File: src/sv/gasf_ram.sv
module gasf_ram #(
    parameter int WIDTH = 8,
    parameter int DEPTH = 256
) (
    input  logic                             i_clk,
    input  logic                             i_we,
    input  logic [$clog2(DEPTH)-1:0]         i_waddr,
    input  logic [WIDTH-1:0]                 i_wdata,
    input  logic [$clog2(DEPTH)-1:0]         i_raddr,
    output logic [WIDTH-1:0]                 o_rdata
);

    logic [WIDTH-1:0] r_mem [DEPTH];
    logic [WIDTH-1:0] r_rdata;

    always_ff @(posedge i_clk) begin
        if (i_we) begin
            r_mem[i_waddr] <= i_wdata;
        end
        r_rdata <= r_mem[i_raddr];
    end

    assign o_rdata = r_rdata;

endmodule

File: config.mk
export PLATFORM = sky130hd
export DESIGN_NAME = gasf_ram
export DESIGN_NICKNAME = d
export VERILOG_FILES = /design/src/sv/gasf_ram.sv
export SDC_FILE = /design/constraint.sdc
export NUM_CORES = 2
export LEC_CHECK = 0
export BUFFER_PORTS_ARGS = -buffer_cell sky130_fd_sc_hd__buf_2
export CELL_PAD_IN_SITES_DETAIL_PLACEMENT = 0
export CELL_PAD_IN_SITES_GLOBAL_PLACEMENT = 1
export CORE_ASPECT_RATIO = 2
export CORE_MARGIN = 4
export CORE_UTILIZATION = 63
export CTS_BUF_LIST = sky130_fd_sc_hd__clkbuf_4
export CTS_CLUSTER_SIZE = 16
export DETAILED_ROUTE_END_ITERATION = 6
export HOLD_SLACK_MARGIN = 0.15
export PLACE_DENSITY_LB_ADDON = 0.1
export RECOVER_POWER = 50
export SYNTH_ARGS = -nofsm -noshare
export SYNTH_HDL_FRONTEND = slang
export SYNTH_SLANG_ARGS = --single-unit
File: constraint.sdc
create_clock -name i_clk -period 5.6 [get_ports i_clk]
set_input_delay 1.68 -clock i_clk [delete_from_list [all_inputs] [get_ports i_clk]]
set_output_delay 1.68 -clock i_clk [all_outputs]
set_load 0.01 [all_outputs]
==> run metrics <==
met2 Use GR 0.564; initial drt markers 4,615; P per Cell Area around 330 nW/µm²; drt total wl between 200 and 250 mm; Via density 6.68; GRT Util Overall 0.320; mux share of post-synthesis cell area 0.146; Synth top area share 0.773; Initial Util 0.634; FF+latch count, synth 2,056; min Tclk post-route approximately 4.7 ns; Die Area around 130,000 µm²; largest family of logic cells by synthesized area multiplexers; max frequency 0.212 GHz; antenna viol nets, final 0; placed instance area between 80,000 and 90,000 µm²; H-tree depth 5; clk sink count roughly 2,100; initial antenna violation count 10; design area 87,300 µm²; CTS root buf clkbuf_4; PortBufs 33; Net Count, Synth approximately 3,800; layout cells sized above 1 0.294; synth unique cells 55; # nets final 4,172; Routability Congestion just over 0.9; CTS max path bufs 4; period utilisation layout 0.841; hpwl dp 135 mm; met1 usage 0.357; EDFF count, synth around 2,000; cell type with the highest aggregate area in the netlist edfxtp_1; register clock-pin slew on the reported worst setup and hold paths approximately 0.070 ns; CTS buffer count 430; Core ar. ~130,000 µm²; Die Ht around 510 µm; RSZ-0062 raised after global routing false; Peak VDD IR around 280 µV; worst endpoint required time approximately 6.1 ns; Crit Path Class input port to flip-flop; GRT overflow 0; Post-CTS Setup Bufs 0; synthesized-area fraction occupied by adder cells 0; GRT busiest layer met2; area grow syn2layout 9.69%; final hold vios 0; Slew @ Worst Pin approximately 4 ns; met3 track demand over resource 0.0648; largest stage delay on the critical path around 2.8 ns; first-pass GRT wire length 298 mm; Slowest-stage cell, CP dlymetal6s4s_1; drt first pass iters 5; hold-fix buffers at CTS 0; Ports 34; largest net degree at the start of global routing roughly 140; CTS tree yes; synth warn 0; xor-xnor portion of the synthesized cell area 0; Syn Area/Cell between 20 and 25 µm²; register area share after synthesis 0.775; cell area after synthesis a little under 80,000 µm²; Primary FF master, synth edfxtp_1; Clk Latency, worst-skew pair between 1 and 1.5 ns; CP bufs+invs 2; CP Capture Type flip-flop; Async SR Flop Fraction 0; Leakage about 0.027 µW; via count around 41,000; status complete, but fails checks; Cell Rows 184; DR WL/cell about 34 µm; failing checks max-capacitance violations, max-slew violations; max-slew violations roughly 1,200; Synth area leaders edfxtp_1, mux4_2, mux2i_1; crit path DAT between 5 and 6 ns; vias in the first global route between 40,000 and 50,000; hold_ws between 1 and 1.5 ns; DRC 0; utilization after layout 0.695; CP startpoint kind input port; max-cap check violation count 15; die width about 260 µm; crit-path cells clkbuf_8, dlymetal6s4s_1; Mapped Cells around 3,700; Resized cells post-CTS 0; Simple-Gate Fraction of Synth Area 0.0263; final setup violating endpoints 0; Synth Area in Compound Gates 0.0342; crit path max fanout 102; worst min-delay path category flip-flop to flip-flop; Final Skew about 0.063 ns; Slew HR -1.68; Worst path top cell family by delay buffers and inverters
power by group:
part | leakage, µW | switching (µW) | internal (µW)
Sequential | 0.0185 | 21.2 | 17000
Combinational | 0.00588 | 1060 | 538
Clock | 0.00309 | 5420 | 5200
sequential cells by signal (all words and copies together) (netlist names):
| signal | cells |
|---|---|
| o_rdata | 8 |
| r_mem | 2048 |
layout make-up:
| class | count | area [µm²] |
|---|---|---|
| Sequential cell | 2056 | 61700 |
| Fill cell | 7909 | 38200 |
| Multi-Input combinational cell | 1442 | 16500 |
| Clock buffer | 599 | 4500 |
| Tap cell | 1674 | 2090 |
| Timing Repair Buffer | 214 | 1810 |
| Clock inverter | 129 | 683 |
| Antenna cell | 8 | 20.0 |
| Inverter | 2 | 7.51 |
kinds of logic after synthesis:
group           Yosys count
flops                  2056
simple gates            466
buf+inv                 235
mux                     591
compound gates          385
cells in the mapped netlist (10+ instances only):
library cell / n
edfxtp_1: 2048
mux4_2: 454
nor2_1: 282
mux2i_1: 134
a22oi_1: 133
clkbuf_1: 111
a21oi_1: 96
o221ai_1: 46
nand3_1: 34
nand2_1: 33
buf_2: 31
nor2b_1: 31
o22ai_1: 28
buf_4: 27
nor4_1: 24
buf_1: 22
nor3_1: 22
buf_6: 21
a211oi_1: 16
a221oi_1: 13
buf_8: 13
nand4_1: 10
o211ai_1: 10
o21ai_0: 10
through the flow:
stage | instances | total power (µW) | setup TNS, ns | setup WS [ns]
global placement | 5388 | 18900 | -0.0362 | -0.0362
global route | 6119 | 30300 | 0 | 0.740
floorplan | 3733 | 18100 | 0 | 1.98
CTS | 6116 | 29400 | 0 | 1.39
finish | 6124 | 29200 | 0 | 0.890
detailed placement | 5388 | 18900 | -0.0391 | -0.0391
layer usage:
metal,part of all wire,wire (µm)
met1,0.32,65600
met2,0.53,111000
met3,0.075,15500
met4,0.074,15400
met5,0.00019,40
path summary, 6_finish.rpt:
path	startpoint	endpoint	slack (ns)	depth (start not counted)
setup / recovery	i_wdata[2]	r_mem[212][2]$_DFFE_PP_	0.89	2
hold / removal	r_mem[4][0]$_DFFE_PP_	o_rdata[0]$_DFF_P_	1.01	5
setup reg to reg	r_mem[87][2]$_DFFE_PP_	o_rdata[2]$_DFF_P_	2.74	5
hold reg to reg	r_mem[4][0]$_DFFE_PP_	o_rdata[0]$_DFF_P_	1.01	5
worst min-delay path, cell delays in order, from the launching register on:
cell and delay (ns):
edfxtp_1 0.33, mux4_2 0.22, a22oi_1 0.06, a21oi_1 0.15, nor4_1 0.08, nor4_2 0.12
placed cells by master, fill, tap and decap left out, types with 10 or more instances in the layout:
cell type / count
a21oi_1: 96
edfxtp_1: 2048
o22ai_1: 28
buf_2: 21
nor3_1: 22
nand3_1: 34
a221oi_1: 13
clkinv_2: 24
clkbuf_4: 599
nor4_1: 23
o221ai_1: 46
buf_4: 142
buf_12: 24
o211ai_1: 10
nand4_1: 10
a211oi_1: 16
nor2_1: 279
nand2_1: 33
clkinv_1: 94
a22oi_1: 133
clkbuf_1: 14
o21ai_0: 10
nor2b_1: 28
mux2i_1: 134
mux4_2: 454
(Power assumes the default switching activity.)
